==> src/rtl/core/sgpa_ram.sv <==
// generic single write, single read ram with registered read data
module sgpa_ram #(
   parameter int unsigned WIDTH = 8,
   parameter int unsigned DEPTH = 256
) (
   input  logic                     clock,
   input  logic                     wr_en,
   input  logic [$clog2(DEPTH)-1:0] wr_addr,
   input  logic [WIDTH-1:0]         wr_data,
   input  logic                     rd_en,
   input  logic [$clog2(DEPTH)-1:0] rd_addr,
   output logic [WIDTH-1:0]         rd_data
);

   logic [WIDTH-1:0] mem_ff [DEPTH];
   logic [WIDTH-1:0] rd_data_ff;

   always_ff @(posedge clock) begin
      if (wr_en) begin
         mem_ff[wr_addr] <= wr_data;
      end
      if (rd_en) begin
         rd_data_ff <= mem_ff[rd_addr];
      end
   end

   assign rd_data = rd_data_ff;

endmodule

==> config.mk <==
export PLATFORM = sky130hd
export DESIGN_NAME = sgpa_ram
export DESIGN_NICKNAME = d
export VERILOG_FILES = /design/src/rtl/core/sgpa_ram.sv
export SDC_FILE = /design/constraint.sdc
export NUM_CORES = 2
export LEC_CHECK = 0
export BUFFER_PORTS_ARGS = -buffer_cell sky130_fd_sc_hd__buf_2
export CAP_MARGIN = 20
export CORE_MARGIN = 2
export CORE_UTILIZATION = 45
export CTS_CLUSTER_DIAMETER = 50
export DETAILED_ROUTE_END_ITERATION = 16
export HOLD_SLACK_MARGIN = 0.03
export PLACE_DENSITY = 0.62
export SLEW_MARGIN = 20
export SYNTH_ARGS = -nofsm -noshare
export SYNTH_HDL_FRONTEND = slang
export SYNTH_SLANG_ARGS = --single-unit
==> constraint.sdc <==
create_clock -name clock -period 3.2 [get_ports clock]
set_clock_uncertainty 0.15 [all_clocks]
set_input_delay 0.16 -clock clock [delete_from_list [all_inputs] [get_ports clock]]
set_output_delay 0.16 -clock clock [all_outputs]
set_load 0.005 [all_outputs]
After elaboration in Yosys (flattened, before gate mapping):

Memory sizes are Yosys's and may differ from the RTL's. A register that Yosys moved wholly into a read port is not among the register bits.
Index checks and enable logic that the tools add are counted.

* register bits after elaboration: 0
* memory bits (writable): 2048
* input port bits: 27
* output and inout bits: 8
* logic and storage cells: 3
* memories: 1

* mux-type cells: 2

Memory list
* mem_ff: depth 256, bits a word 8, rd ports 1, clocked after memory_dff 1, wr ports 1, RTL line 15 `logic [WIDTH-1:0] mem_ff [DEPTH];`

Operators with widths (count)
* 1-bit 2-to-1 mux: 2

Logic depth before layout (Yosys ltp):

* depth after elaboration: 2
* gate-level depth with buffers: 11

Worst setup path after synthesis:

No wires, ideal clock.

* kind: input to register
* start: input port rd_addr[0]
* end: register rd_data_ff[2], in the netlist rd_data[2] (read register of mem_ff) (data pin)
* arrival time: 1.967 ns
* data required time: 2.781 ns
* setup slack: 0.814 ns
* cell stages on the path: 9
* path buffers: 4
* cell sequence: buf_6 > buf_12 > buf_8 > buf_2 > mux4_2 > a22oi_1 > a21oi_1 > nor4_1 > nor4_2

RTL lines
* start, declared: RTL line 11 `input logic [$clog2(DEPTH)-1:0] rd_addr,`
* end, declared: RTL line 16 `logic [WIDTH-1:0] rd_data_ff;`

==> metrics <==
status finished clean; worst slew pin tran 1.075 ns; simple-gate share of the synthesized area between 2 and 3%; EDFF count, synth 2,056; synth unique cells 54; Fmax achieved between 300 and 400 MHz; Remaining DRCs 0; row count 154; net switching power 11.98 mW; Hold WC Path Type in -> reg; clock sinks 2,056; CTS buffer count 210; Mapped Area 79,640 µm²; average size of a mapped cell 21.33 µm²; DRT antenna net count 0; Post-Route WL between 200,000 and 250,000 µm; IO Port Bufs 34; critical path fanouts, max 1; critical path required time 3.62 ns; WS Path Type reg -> reg; post-synth top area cell edfxtp_1; Core Footprint between 150,000 and 200,000 µm²; post-CTS setup buffers 0; Pint 44.20 mW; total track usage between 20% and 30%; clock power share a little over two fifths; top area cells in the synthesized netlist edfxtp_1, mux4_2, mux2i_1, nor2_1, a22oi_1; total global routing overflow 0; Vias 40,200; drt pass-1 iters 5; RSZ-0062 raised after global routing no; CTS tree done; vias in the first global route 40,290; H-tree depth 4; detailed-route vias per instance between 5 and 6; Starting Density ~45%; Final Hold Viols 0; Post-Synthesis Cells 3,733; Adder-Cell Fraction of Synth Area 0%; Static Leak a little under 30 nW; dominant synthesized flop cell edfxtp_1; top post-synthesis cells by count edfxtp_1, mux4_2, nor2_1, mux2i_1, a22oi_1; DR iter-0 viols around 4,800; Seq pwr share 52.9%; crit path launch type flop; power density over cell area 604.6 nW/µm²; I/O Pins 35; Place WS -0.6222 ns; most frequent cell after synthesis edfxtp_1; Syn. warnings 0; Die X 424.7 µm; antenna violations before repair 7; mux cell area share after synthesis 14.60%; Layout area overhead 16.69%; ys async rst share 0%; Relative slew margins between 20% and 30%; CTS root buffer clkbuf_16; height of the die 424.7 µm; Critical Path End Type flop; Final WS setup 0.09622 ns; Routed WL per cell ~29 µm; Logic pwr share 5.2%; largest family of logic cells by synthesized area multiplexers; Worst-path clk slew 0.06 ns; Yosys reg bits 2,056; share of cells above drive strength 1 29.42%; share of the yosys chip area belonging to registers 77.53%; Sw Ratio between 20% and 30%; WP data arrival 3.52 ns; maximum vdd drop 478.0 µV; Synth Area in XOR/XNOR 0%; crit share post-route a little over nine tenths; GP Congestion 0.8520; DP HPWL 127,500 µm; Clock Tree Buf Depth 3; complex-gate fraction of the synthesized area roughly 3.4%; worst skew pair latency 0.85 ns; Setup TNS 0 ns; # fillers 13,520; total die area 180,300 µm²; Slew Viols, Final 0; Final setup viols 0; maxcap violations 0; first-pass GRT wire length 290,200 µm; fin crit period 3.104 ns; Net Count, Synth 3,760; Final nets around 4,300; pin count of the biggest net entering global routing 130; top-area cell type share of the netlist area 77.53%
[cell type report]
class | count | area (µm²) | share of cell area [%]
flip-flops and latches | 2056 | 61740 | 66.44
well taps | 2340 | 2928 | 3.151
inverters | 2 | 7.507 | 0.008079
repair buffers | 565 | 5094 | 5.481
diodes | 4 | 10.01 | 0.01077
multi-input cells | 1442 | 16490 | 17.75
clock buffers | 253 | 5459 | 5.875
clock inverters | 132 | 1197 | 1.289
[worst paths after layout]
check,from,endpoint,slack (ns),cells past startpoint
worst max register to register,mem_ff[49][7],rd_data[7],0.1,6
worst max-delay path,mem_ff[49][7],rd_data[7],0.1,6
worst min-delay path,wr_en,mem_ff[238][4],0.11,4
worst min register to register,mem_ff[40][3],rd_data[3],1.04,7
[per-layer routing]
layer | track usage [%] | share of wire, % | vias up
li1 | - | - | 16820
met3 | 3.662 | 7.6 | 257
met1 | 32.01 | 41 | 21470
met5 | 0 | 0.0065 | -
met2 | 35.90 | 49 | 1658
met4 | 5.552 | 2.2 | 2
[repair_timing]
action                     CTS  global route
hold endpoints to repair  1756             0
hold buffers                18             0
gates resized for setup      0             0
[flip-flops by register name (all words and copies together), names as in the netlist]
name / count
mem_ff: 2048
rd_data: 8
[cells in the final DEF (no fill, tap or decap), drive strengths merged, types with 2 or more instances in the layout]
cell and n:
nor3 22, dlygate4sd3 18, nor2 282, a21oi 96, a2111oi 5, mux4 456
o32ai 5, buf 546, mux2i 134, a22o 8, o22ai 28, bufinv 15
clkinvlp 8, a31oi 2, and2 6, nand4 10, nand2b 8, nor2b 31
inv 12, diode 4, edfxtp 2056, a22oi 133, o22a 5, o21ai 12
a311oi 2, o221ai 47, nor4 27, a211oi 16, and3b 2, clkinv 99
clkbuf 254, nand3b 2, a221oi 14, nand2 33, or2 4, nand3 34
o211ai 10
[worst max-delay path, stage by stage, from the launching register on]
cell      delay, ns
edfxtp_1       0.38
mux4_2         0.45
o211ai_1       0.38
nand3_1        0.20
nor4_1         0.96
buf_4          0.28
nor4_1         0.05
[power by group through the flow]
stage / Combinational [mW] / Clock, mW / Sequential [mW]
after floorplan: 1.44 / 0 / 30.3
after global placement: 2.89 / 0 / 30.3
after detailed placement: 2.93 / 0 / 30.3
after CTS: 2.96 / 23.9 / 29.7
after global routing: 3.08 / 25.0 / 29.7
final: 2.92 / 23.5 / 29.7
[through the flow]
stage               cell area, µm²  util [%]  cells  power [mW]  hold WS, ns
finish                       92930     52.82   6794       56.18       0.1132
floorplan                    79640         -   3733       31.73       0.1089
detailed placement           86080     48.93   6387       33.23       0.4565
CTS                          92920     52.82   6790       56.60      0.03281
global route                 92920     52.82   6791       57.77      0.09243
global placement             86080     48.93   6387       33.19       0.4495
[cell families after synthesis]
group,after synthesis
AO/OA/AOI/OAI,385
buffers and inverters,235
AND/OR/NAND/NOR,466
multiplexers,591
flip-flops,2056
No activity file was read; power rests on OpenSTA's default activity.
