**config.mk**
```make
export PLATFORM = sky130hd
export DESIGN_NAME = sgpa_isqrt
export DESIGN_NICKNAME = d
export VERILOG_FILES = /design/src/rtl/core/sgpa_pkg.sv /design/src/rtl/core/sgpa_isqrt.sv
export SDC_FILE = /design/constraint.sdc
export NUM_CORES = 1
export LEC_CHECK = 0
export BUFFER_PORTS_ARGS = -buffer_cell sky130_fd_sc_hd__buf_2
export CORE_MARGIN = 2
export CORE_UTILIZATION = 47
export CTS_CLUSTER_DIAMETER = 60
export DETAILED_ROUTE_END_ITERATION = 10
export HOLD_SLACK_MARGIN = 0.06
export PLACE_DENSITY = 0.66
export SLEW_MARGIN = 20
export SYNTH_ARGS = -nofsm -noshare
export SYNTH_HDL_FRONTEND = slang
export SYNTH_SLANG_ARGS = --single-unit
```
**constraint.sdc**
```tcl
create_clock -name clock -period 2.3 [get_ports clock]
set_clock_uncertainty 0.15 [all_clocks]
set_input_delay 0.23 -clock clock [delete_from_list [all_inputs] [get_ports clock]]
set_output_delay 0.23 -clock clock [all_outputs]
set_load 0.02 [all_outputs]
```
**src/rtl/core/sgpa_pkg.sv**
```systemverilog
// shared constants and types for the streaming graph partition assign unit
package sgpa_pkg;

   localparam int unsigned NUM_PARTITIONS = 8;
   localparam int unsigned MAX_VERTICES   = 65536;

   localparam int unsigned PIDX_W  = $clog2(NUM_PARTITIONS);
   localparam int unsigned SEED_W  = $clog2(NUM_PARTITIONS + 1);
   localparam int unsigned ADDR_W  = $clog2(MAX_VERTICES);
   localparam int unsigned OWNER_W = 4;
   localparam int unsigned ENTRY_W = OWNER_W + 1;

   localparam int unsigned ID_W    = 16;
   localparam int unsigned CNT_W   = 16;
   localparam int unsigned SIZE_W  = 17;
   localparam int unsigned EDGE_W  = 32;
   localparam int unsigned PART_W  = 3;
   localparam int unsigned ALPHA_W = 24;
   localparam int unsigned CAND_W  = 4;

   // square root of (size << 16), size up to 2^17
   localparam int unsigned ROOT_W  = 17;
   localparam int unsigned RAD_W   = 2 * ROOT_W;

   localparam int unsigned CSR_IDX_W = 1;
   localparam logic [CSR_IDX_W-1:0] REG_ALPHA = 1'd0;
   localparam logic [CSR_IDX_W-1:0] REG_CAND  = 1'd1;

   localparam logic CMD_NEIGHBOR = 1'b0;
   localparam logic CMD_PLACE    = 1'b1;

endpackage

```
**src/rtl/core/sgpa_isqrt.sv**
```systemverilog
// iterative floor square root, one result bit per cycle
module sgpa_isqrt
   import sgpa_pkg::*;
(
   input  logic              clock,
   input  logic              reset,
   input  logic              start,
   input  logic [RAD_W-1:0]  radicand,
   output logic              done,
   output logic [ROOT_W-1:0] root
);

   localparam int unsigned REM_W  = ROOT_W + 2;
   localparam int unsigned STEP_W = $clog2(ROOT_W);

   logic              busy_ff, busy_in;
   logic              done_ff, done_in;
   logic [STEP_W-1:0] step_ff, step_in;
   logic [RAD_W-1:0]  rad_ff, rad_in;
   logic [REM_W-1:0]  rem_ff, rem_in;
   logic [ROOT_W-1:0] root_ff, root_in;
   logic [REM_W-1:0]  rem_sh;
   logic [REM_W-1:0]  trial;

   always_comb begin
      busy_in = busy_ff;
      done_in = 1'b0;
      step_in = step_ff;
      rad_in  = rad_ff;
      rem_in  = rem_ff;
      root_in = root_ff;
      rem_sh  = {rem_ff[REM_W-3:0], rad_ff[RAD_W-1 -: 2]};
      trial   = {root_ff, 2'b01};
      if (start) begin
         busy_in = 1'b1;
         step_in = '0;
         rad_in  = radicand;
         rem_in  = '0;
         root_in = '0;
      end else if (busy_ff) begin
         rad_in = {rad_ff[RAD_W-3:0], 2'b00};
         if (rem_sh >= trial) begin
            rem_in  = rem_sh - trial;
            root_in = {root_ff[ROOT_W-2:0], 1'b1};
         end else begin
            rem_in  = rem_sh;
            root_in = {root_ff[ROOT_W-2:0], 1'b0};
         end
         if (step_ff == STEP_W'(ROOT_W - 1)) begin
            busy_in = 1'b0;
            done_in = 1'b1;
         end else begin
            step_in = step_ff + 1'b1;
         end
      end
   end

   always_ff @(posedge clock) begin
      if (reset) begin
         busy_ff <= 1'b0;
         done_ff <= 1'b0;
      end else begin
         busy_ff <= busy_in;
         done_ff <= done_in;
      end
      step_ff <= step_in;
      rad_ff  <= rad_in;
      rem_ff  <= rem_in;
      root_ff <= root_in;
   end

   assign done = done_ff;
   assign root = root_ff;

endmodule

```
After elaboration in Yosys (flattened, before gate mapping)
Cells that the tools add are included.
W data, S select, Z words.
Word-level totals
  bits in registers: 75
  output and inout port bits: 18
  logic and storage cells: 23
  input port bits: 37
Cells by class
  bitwise logic cells: 2
  reduce and logical (&&, ||, !) cells: 3
  mux-type cells: 8
  eq/ne operators: 1
  order comparisons: 1
  add/subtract/negate cells: 2
Operators with widths (count)
  $mux W34: 2
  $ge A19 B19 Y1: 1
  $mux W17: 1
  $sub A17 B17 Y17: 1
  $add A5 B1 Y5 const B: 1
  $eq A5 B5 Y1 const B: 1
  $mux W1: 5
  $reduce_or A3 Y1: 1
  $not A1 Y1: 2
  $reduce_and A2 Y1: 1
  $reduce_bool A2 Y1: 1

Longest topological paths before layout
Gate-level depths: netlist (run 1).
  depth after elaboration: 4
  gate-level depth with buffers: 10
  mapped depth without buffers: 9

Worst setup path after synthesis (run 1)
Ideal clock, no wire load.
  path type: register to register
  from: register root_ff[6], in the netlist root[6]
  to: register rem_ff[16]
  path buffers: 1
  path slack: -0.402 ns
  clock period less this slack: 2.702 ns
  data required time: 2.017 ns
  cell stages (with the launch flop): 11
  arrival: 2.419 ns
  library setup time: 0.133 ns
  path through: dfxtp_1 > inv_1 > ha_1 > a21o_1 > o21ba_1 > o311a_4 > nor4b_4 > o32ai_4 > buf_6 > nor3b_1 > nor4_2
Between the ends
  word-level cells in the longest chain between the ends: 2
  elaborated cells between the ends (all ways): 3
  classes of those cells: 1 x add/sub; 1 x order compare; 1 x mux
RTL lines
  start, declared: line sgpa_isqrt.sv:21  | logic [ROOT_W-1:0] root_ff, root_in;
  start signal, assigned: line sgpa_isqrt.sv:69  | root_ff <= root_in;
  $sub A17 B17 Y17 / $ge A19 B19 Y1 (equally long branches): line sgpa_isqrt.sv:43, sgpa_isqrt.sv:42
  $mux W17 (*): line sgpa_isqrt.sv:42  | if (rem_sh >= trial) begin
  end signal, assigned: line sgpa_isqrt.sv:68  | rem_ff <= rem_in;
  end, declared: line sgpa_isqrt.sv:20  | logic [REM_W-1:0] rem_ff, rem_in;
Mark *: on every way between the ends. The rest lies on a longest branch, timed or not.
A chain may end at the register's enable or synchronous reset.

Worst setup path after layout (run 1)
  from: register root_ff[0], in the netlist root[0]
  to: register root_ff[0], in the netlist root[0]
Between the ends
  word-level cells in the longest chain between the ends: 2
RTL lines (line)
  $ge A19 B19 Y1: sgpa_isqrt.sv:42
  $mux W1: sgpa_isqrt.sv:42
No other way between the ends.

==> reports/summary.log, run 1 <==
INFO  floorplanning  initial_core_util=48.8%
INFO  power_and_ir_drop power.static_leakage=2.56nW
INFO  synth          yosys_most_used_dff=sky130_fd_sc_hd__dfxtp_1
INFO  synth          sequential_to_total_area_share_from_yosys_stat=45.4%
INFO  sta            report.final.slew_viol_count=0
INFO  sta            final-setup-viol-count=18
INFO  placement      gp_congestion=0.855
INFO  critical_path  worst_setup_path_end_kind=flop
INFO  synth          synth.area.top_cells=sky130_fd_sc_hd__edfxtp_1 25%, sky130_fd_sc_hd__dfxtp_1 20%, sky130_fd_sc_hd__mux2_2 9.2%, sky130_fd_sc_hd__ha_1 6.5%, sky130_fd_sc_hd__mux2i_1 6.4%
INFO  critical_path  critical_path_arrival=2.66ns
INFO  synth          synth_most_common_cell=sky130_fd_sc_hd__nor2_1
INFO  clocking       clock_tree.buffer_depth=2
INFO  floorplanning  fp-row-count=33
INFO  synth          syn-mean-instance-area=10.8squm
INFO  sta            worst_slew_margin=71.7%
INFO  synth          mappedNetlistNets=433
INFO  placement      post-place-ws=-0.207ns
INFO  cells_and_area ff_latch_area=1880squm
INFO  global_routing grt.overflow.total=0
INFO  outcome        violated_checks=negative setup slack
INFO  cells_and_area areaGrowthSynthToFinish=47.9%
INFO  sta            tightestPinTransition=0.424ns
INFO  cells_and_area finalNetCount=609
INFO  routing        dr.pass1.iters=4
INFO  critical_path  worst-r2r-cell-count=11
INFO  clocking       cts_buffers=9
INFO  power_and_ir_drop worst_ir_drop_vdd=0.532mV
INFO  critical_path  timing.critical_path.depth=11
INFO  critical_path  reg_to_reg_start=root[0]
INFO  synth          synth_async_sr_flop_share=0%
INFO  critical_path  timing.rr.end=root[0]
INFO  clocking       cts_num_sinks=75
INFO  routing        via_count=3,419
INFO  global_routing wire_length_of_the_first_global_routing_pass=16,800um
INFO  hold_path      holdCritStartpoint=start
INFO  synth          total_number_of_yosys_warnings=0
INFO  routing        average_vias_per_placed_instance=5.17
INFO  critical_path  r2r_setup_slack=-0.23ns
INFO  placement      io_buffers=54
INFO  cells_and_area fill_cells=582
INFO  floorplanning  design.core.area=8300squm
INFO  global_routing grt_start_max_net_pins=35
INFO  clocking       clock_slew_at_the_register_clock_pins_of_the_worst_setup_and_hold_paths=0.09ns
INFO  cells_and_area post_route_cells_drive_above_1_share=46.6%
INFO  critical_path  crit_path_top_delay_cell=sky130_fd_sc_hd__dfxtp_4
INFO  floorplanning  die_area=9380squm
INFO  sta            final_critical_path_time_including_i_o_delays_and_setup=2.53ns
INFO  cells_and_area multi_input_area=2330squm
INFO  job            maxCapViolations=0
INFO  hold_path      min_path_cells=2
INFO  floorplanning  io-pin-count=55
INFO  clocking       ctsRootBufferMaster=sky130_fd_sc_hd__clkbuf_8
INFO  routing        detail_route.wirelength=10,300um
INFO  synth          synth_largest_area_cell=sky130_fd_sc_hd__edfxtp_1
INFO  sta            fin_worst_hold_slack=0.130ns
INFO  outcome        status=finished, violations left
INFO  synth          synth-edff-count=34
INFO  global_routing first_global_vias=3,542
INFO  synth          synth.top_cells.by_count=42 x sky130_fd_sc_hd__nor2_1, 41 x sky130_fd_sc_hd__dfxtp_1, 34 x sky130_fd_sc_hd__edfxtp_1
INFO  critical_path  crit_fanout=5
INFO  sta            fmax=396MHz
INFO  routing        drc=0
INFO  hold_path      hold_path_end=rad_ff[29]
INFO  global_routing grt_antenna_before_repair=0
INFO  hold_path      hold_class=in -> reg
INFO  synth          synth.ff_latch_count=75
INFO  placement      hpwl=6750um
INFO  floorplanning  die_h=96.9um
INFO  clocking       clock_tree.htree_level_count=3
INFO  synth          syn_inst=375
INFO  routing        final_antenna_net_count=0
INFO  global_routing groute.usage.overall=22.1%
INFO  synth          synth.lib_cells_used.distinct=56
INFO  synth          synth.top_cell.area_share=25.2%
INFO  clocking       insertion_delay=0.35ns
INFO  clocking       cts_tree=yes
INFO  critical_path  type_of_element_launching_the_critical_path=flop
INFO  sta            timing.final.hold_violations=0
INFO  floorplanning  die_w=96.9um
INFO  synth          synthesis.area=4050squm
INFO  sta            unrepaired_setup_endpoints_after_global_routing=true
INFO  critical_path  crit_path_max_incr_delay=0.37ns
INFO  critical_path  critical_path.cell_chain=inv_4, ha_4, o21ai_4, o2bb2ai_4, o311a_4, nor4b_4, o32ai_4, buf_4, buf_16, mux2_2, nor2_1
INFO  critical_path  timing.critical_path.max_delay_family=compound AO/OA/AOI/OAI gates
INFO  sta            timing.final.ws_setup=-0.226ns
INFO  critical_path  cp_data_required_time=2.44ns
INFO  power_and_ir_drop design_power_total=5.87mW
INFO  placement      dpl_cell_area=5210squm
INFO  sta            fin_crit_sh=110%
INFO  critical_path  timing.critical_path.buf_inv=3
INFO  cells_and_area antenna-diode-count=0
INFO  routing        drt-wirelength-per-cell=15.6um
INFO  power_and_ir_drop power_density=979nW/um^2
INFO  cells_and_area final_area=6000squm
INFO  critical_path  timing_worst_setup_path_type=reg -> reg
INFO  sta            setup_total_negative_slack=-2.87ns
INFO  routing        drt_iter0_drc=134
[per-layer routing]
layer / vias to the layer above / global-route usage, % / share of wire [%]
li1: 1702 / - / -
met1: 1617 / 28.4 / 45
met2: 77 / 36.7 / 49
met3: 23 / 4.12 / 3.3
met4: 0 / 8.99 / 2.9
met5: - / 0 / 0
[cell families after synthesis]
family / count (synthesis) / synth area share, %
simple gates: 96 / 12.0
flops: 75 / 45.4
compound gates: 68 / 12.8
mux: 60 / 16.0
buf+inv: 40 / 4.07
fa+ha+maj: 21 / 6.48
xor+xnor: 15 / 3.24
[worst max path at each step]
stage                       start          to  slack (ns)
final                     root[0]     root[0]       -0.23
after floorplan           root[1]  rem_ff[14]       -0.07
after global placement    root[0]  rem_ff[14]       -0.15
after detailed placement  root[1]   rem_ff[7]       -0.21
after CTS                 root[2]   rem_ff[7]       -0.21
after global routing      root[0]     root[0]       -0.33
[power breakdown]
group	leakage, nW	switching [mW]	internal [mW]	total [mW]
sequential	0.686	0.0984	1.55	1.65
combinational	1.77	1.37	1.77	3.14
clock	0.104	0.555	0.521	1.08
[final cells by class]
| cell class | instances | share of cell area [%] |
|---|---|---|
| well taps | 105 | 2.19 |
| inverters | 25 | 1.61 |
| clock inverters | 7 | 1.40 |
| clock buffers | 9 | 2.07 |
| flip-flops and latches | 75 | 31.3 |
| repair buffers | 180 | 22.5 |
| multi-input cells | 260 | 38.9 |
[cells in the final DEF (no fill, tap or decap), drive strengths merged, types with 19 or more instances in the layout]
cell type and count:
nand2 19, buf 145, mux2i 26, mux2 34
dlygate4sd3 35, dfxtp 41, nor2 43, edfxtp 34
inv 28, ha 21
[repair_timing]
| item | CTS | global route |
|---|---|---|
| hold endpoints to repair | 36 | 0 |
| hold buffers | 35 | 0 |
| setup buffers | 2 | 6 |
| setup endpoints to repair | 17 | 18 |
| pin swaps | 4 | 10 |
| cloned | 1 | 0 |
| resized for setup | 9 | 24 |
[metrics by stage]
stage	util, %	instances
final	72.2	661
after global placement	62.8	601
after global routing	72.2	661
after floorplan	-	375
after detailed placement	62.8	601
after CTS	70.3	655
[sequential cells by signal (all words and copies together) (netlist names)]
signal / flops
rem_ff: 17
busy_ff: 1
step_ff: 5
root: 17
rad_ff: 34
done: 1
Note: power is estimated with default switching activity, not from simulation.
==> run 2, diff against run 1 <==
--- a/config.mk
+++ b/config.mk
@@ -5,13 +5,13 @@
 export SDC_FILE = /design/constraint.sdc
 export NUM_CORES = 1
 export LEC_CHECK = 0
-export BUFFER_PORTS_ARGS = -buffer_cell sky130_fd_sc_hd__buf_2
 export CORE_MARGIN = 2
 export CORE_UTILIZATION = 47
 export CTS_CLUSTER_DIAMETER = 60
 export DETAILED_ROUTE_END_ITERATION = 10
+export DONT_BUFFER_PORTS = 1
 export HOLD_SLACK_MARGIN = 0.06
-export PLACE_DENSITY = 0.66
+export PLACE_DENSITY = 0.6
 export SLEW_MARGIN = 20
 export SYNTH_ARGS = -nofsm -noshare
 export SYNTH_HDL_FRONTEND = slang
==> run 2 against run 1 <==
  * The flow still finishes with violations (negative setup slack)
  * Register-to-register slack worse by 0.03 ns
  * Die area is the same
  * Count of clock-buffer cells in the layout stayed put
  * Sequential share of layout area rose by 1.5 points
  * Combinational power about the same
  * Routed wire length decreased by 1.5%
  * Setup slack worse by 0.034 ns
  * Power down 1.6%
  * Clock power is 5% lower
  * Sequential cell count did not move
  * Maximum frequency is 1.3% lower
  * Hold slack worse by 0.049 ns
  * Critical path type unchanged
  * Critical endpoint is now rem_ff[7]
  * Largest power group unchanged
==> reports/summary.log, run 2 (same netlist as run 1, synthesis figures left out) <==
INFO  placement      gp_congestion=0.875
INFO  critical_path  crit_fanout=7
INFO  critical_path  timing_worst_setup_path_type=reg -> reg
INFO  global_routing wire_length_of_the_first_global_routing_pass=16,500um
INFO  power_and_ir_drop design_power_total=5.78mW
INFO  clocking       clock_tree.htree_level_count=3
INFO  sta            unrepaired_setup_endpoints_after_global_routing=true
INFO  floorplanning  die_w=96.9um
INFO  sta            final_critical_path_time_including_i_o_delays_and_setup=2.56ns
INFO  power_and_ir_drop power_density=1010nW/um^2
INFO  cells_and_area fill_cells=621
INFO  hold_path      hold_class=in -> reg
INFO  cells_and_area finalNetCount=556
INFO  cells_and_area layout.cells.most_common=sky130_fd_sc_hd__buf_4
INFO  cells_and_area antenna-diode-count=0
INFO  critical_path  crit_path_max_incr_delay=0.39ns
INFO  critical_path  cp_data_required_time=2.37ns
INFO  routing        drt-wirelength-per-cell=16.8um
INFO  global_routing grt_antenna_before_repair=0
INFO  sta            tightestPinTransition=0.673ns
INFO  cells_and_area postLayoutCoreUtil=68.9%
INFO  sta            fmax=391MHz
INFO  critical_path  worst_setup_path_end_kind=flop
INFO  global_routing groute.usage.overall=22.0%
INFO  outcome        status=finished, violations left
INFO  routing        final_antenna_net_count=0
INFO  clocking       cts_buffers=9
INFO  sta            worst_slew_margin=54.9%
INFO  cells_and_area post_route_cells_drive_above_1_share=39.8%
INFO  clocking       clock_tree.buffer_depth=2
INFO  critical_path  timing.critical_path.max_delay_family=compound AO/OA/AOI/OAI gates
INFO  sta            report.final.slew_viol_count=0
INFO  cells_and_area largest_register_ffs=34
INFO  cells_and_area areaGrowthSynthToFinish=41.0%
INFO  sta            timing.final.hold_violations=0
INFO  sta            final-setup-viol-count=18
INFO  clocking       cts_tree=yes
INFO  routing        via_count=3,256
INFO  cells_and_area mostFrequentLayoutCells=86 x sky130_fd_sc_hd__buf_4, 41 x sky130_fd_sc_hd__nor2_1, 35 x sky130_fd_sc_hd__dlygate4sd3_1, 34 x sky130_fd_sc_hd__edfxtp_1, 33 x sky130_fd_sc_hd__mux2_2
INFO  global_routing grt_start_max_net_pins=70
INFO  floorplanning  initial_core_util=48.8%
INFO  routing        drt_iter0_drc=135
INFO  clocking       insertion_delay=0.35ns
INFO  placement      hpwl=6850um
INFO  placement      post-place-ws=-0.263ns
INFO  floorplanning  fp-row-count=33
INFO  sta            fin_crit_sh=111%
INFO  floorplanning  design.core.area=8300squm
INFO  critical_path  crit_path_top_delay_cell=sky130_fd_sc_hd__dfxtp_1
INFO  global_routing first_global_vias=3,267
INFO  critical_path  critical_path_arrival=2.63ns
INFO  critical_path  critical_path.cell_chain=ha_4, a21o_1, o21ba_4, o311a_4, nor4b_4, o32ai_4, buf_12, mux2i_1, a211oi_1
INFO  floorplanning  die_h=96.9um
INFO  routing        drc=0
INFO  routing        average_vias_per_placed_instance=5.36
INFO  clocking       cts_num_sinks=75
INFO  routing        detail_route.wirelength=10,200um
INFO  sta            timing.final.ws_setup=-0.260ns
INFO  floorplanning  die_area=9380squm
INFO  power_and_ir_drop worst_ir_drop_vdd=0.577mV
INFO  power_and_ir_drop power.static_leakage=2.31nW
INFO  outcome        violated_checks=negative setup slack
INFO  critical_path  type_of_element_launching_the_critical_path=flop
INFO  cells_and_area max_flop_register=rad_ff
INFO  placement      io_buffers=0
INFO  global_routing grt.overflow.total=0
INFO  clocking       clock_slew_at_the_register_clock_pins_of_the_worst_setup_and_hold_paths=0.09ns
INFO  critical_path  timing.critical_path.buf_inv=1
INFO  clocking       ctsRootBufferMaster=sky130_fd_sc_hd__clkbuf_8
INFO  routing        dr.pass1.iters=4
INFO  floorplanning  io-pin-count=55
INFO  job            maxCapViolations=0
==> run 2: changes by cell type in the layout (fill, tap and decap cells not counted), moves of 3 or more <==
cell,delta
sky130_fd_sc_hd__clkinvlp_4,+3
sky130_fd_sc_hd__mux2i_2,-3
sky130_fd_sc_hd__a211oi_2,-3
sky130_fd_sc_hd__buf_2,-54
==> run 2: repair_timing <==
item | in CTS | in global routing
buffers inserted | 3 | 2
setup endpoints to repair | 18 | 18
pin swaps | 6 | 6
gates resized for setup | 15 | 13
hold buffers | 36 | 0
cloned | 1 | 0
endpoints found under the hold margin | 74 | 0
==> run 2: per-layer routing <==
| layer | vias up | wire [um] | share of wire (%) | track usage (%) |
|---|---|---|---|---|
| met4 | 0 | 150 | 1.5 | 5.85 |
| met3 | 19 | 530 | 5.2 | 4.91 |
| met2 | 78 | 4960 | 49 | 36.0 |
| met5 | - | 0 | 0 | 0 |
| met1 | 1564 | 4550 | 45 | 29.6 |
| li1 | 1595 | - | - | - |
==> run 2: power by group <==
group / leakage (nW) / switching, mW / internal [mW]
Combinational: 1.54 / 1.43 / 1.68
Sequential: 0.685 / 0.0854 / 1.55
Clock: 0.0899 / 0.530 / 0.505
==> run 2: final timing paths <==
kind	from	to	slack [ns]	cells after the start
setup reg to reg	rem_ff[6]	rem_ff[7]	-0.26	9
hold / removal	start	root[12]	0.08	2
hold reg to reg	step_ff[1]	step_ff[1]	0.36	2
setup / recovery	rem_ff[6]	rem_ff[7]	-0.26	9
==> run 2: stage by stage <==
stage	area, sq um	hold WS [ns]	TNS [ns]	cells
6_report	5710	0.0805	-3.18	608
5_1_grt	5710	0.0974	-4.88	608
4_1_cts	5660	0.0824	-3.42	606
3_5_place_dp	4960	0.150	-2.84	550
3_3_place_gp	4960	0.145	-1.85	550
2_1_floorplan	4250	0.149	-0.838	375
==> run 2: area by class of cell <==
type                    count  area [sq um]  share of cell area (%)
flip-flops and latches     75          1870                    32.8
inverters                  25          96.3                    1.69
multi-input cells         260          2310                    40.4
clock buffers               9           124                    2.17
clock inverters             7          73.8                    1.29
well taps                 105           131                    2.30
repair buffers            127          1100                    19.3
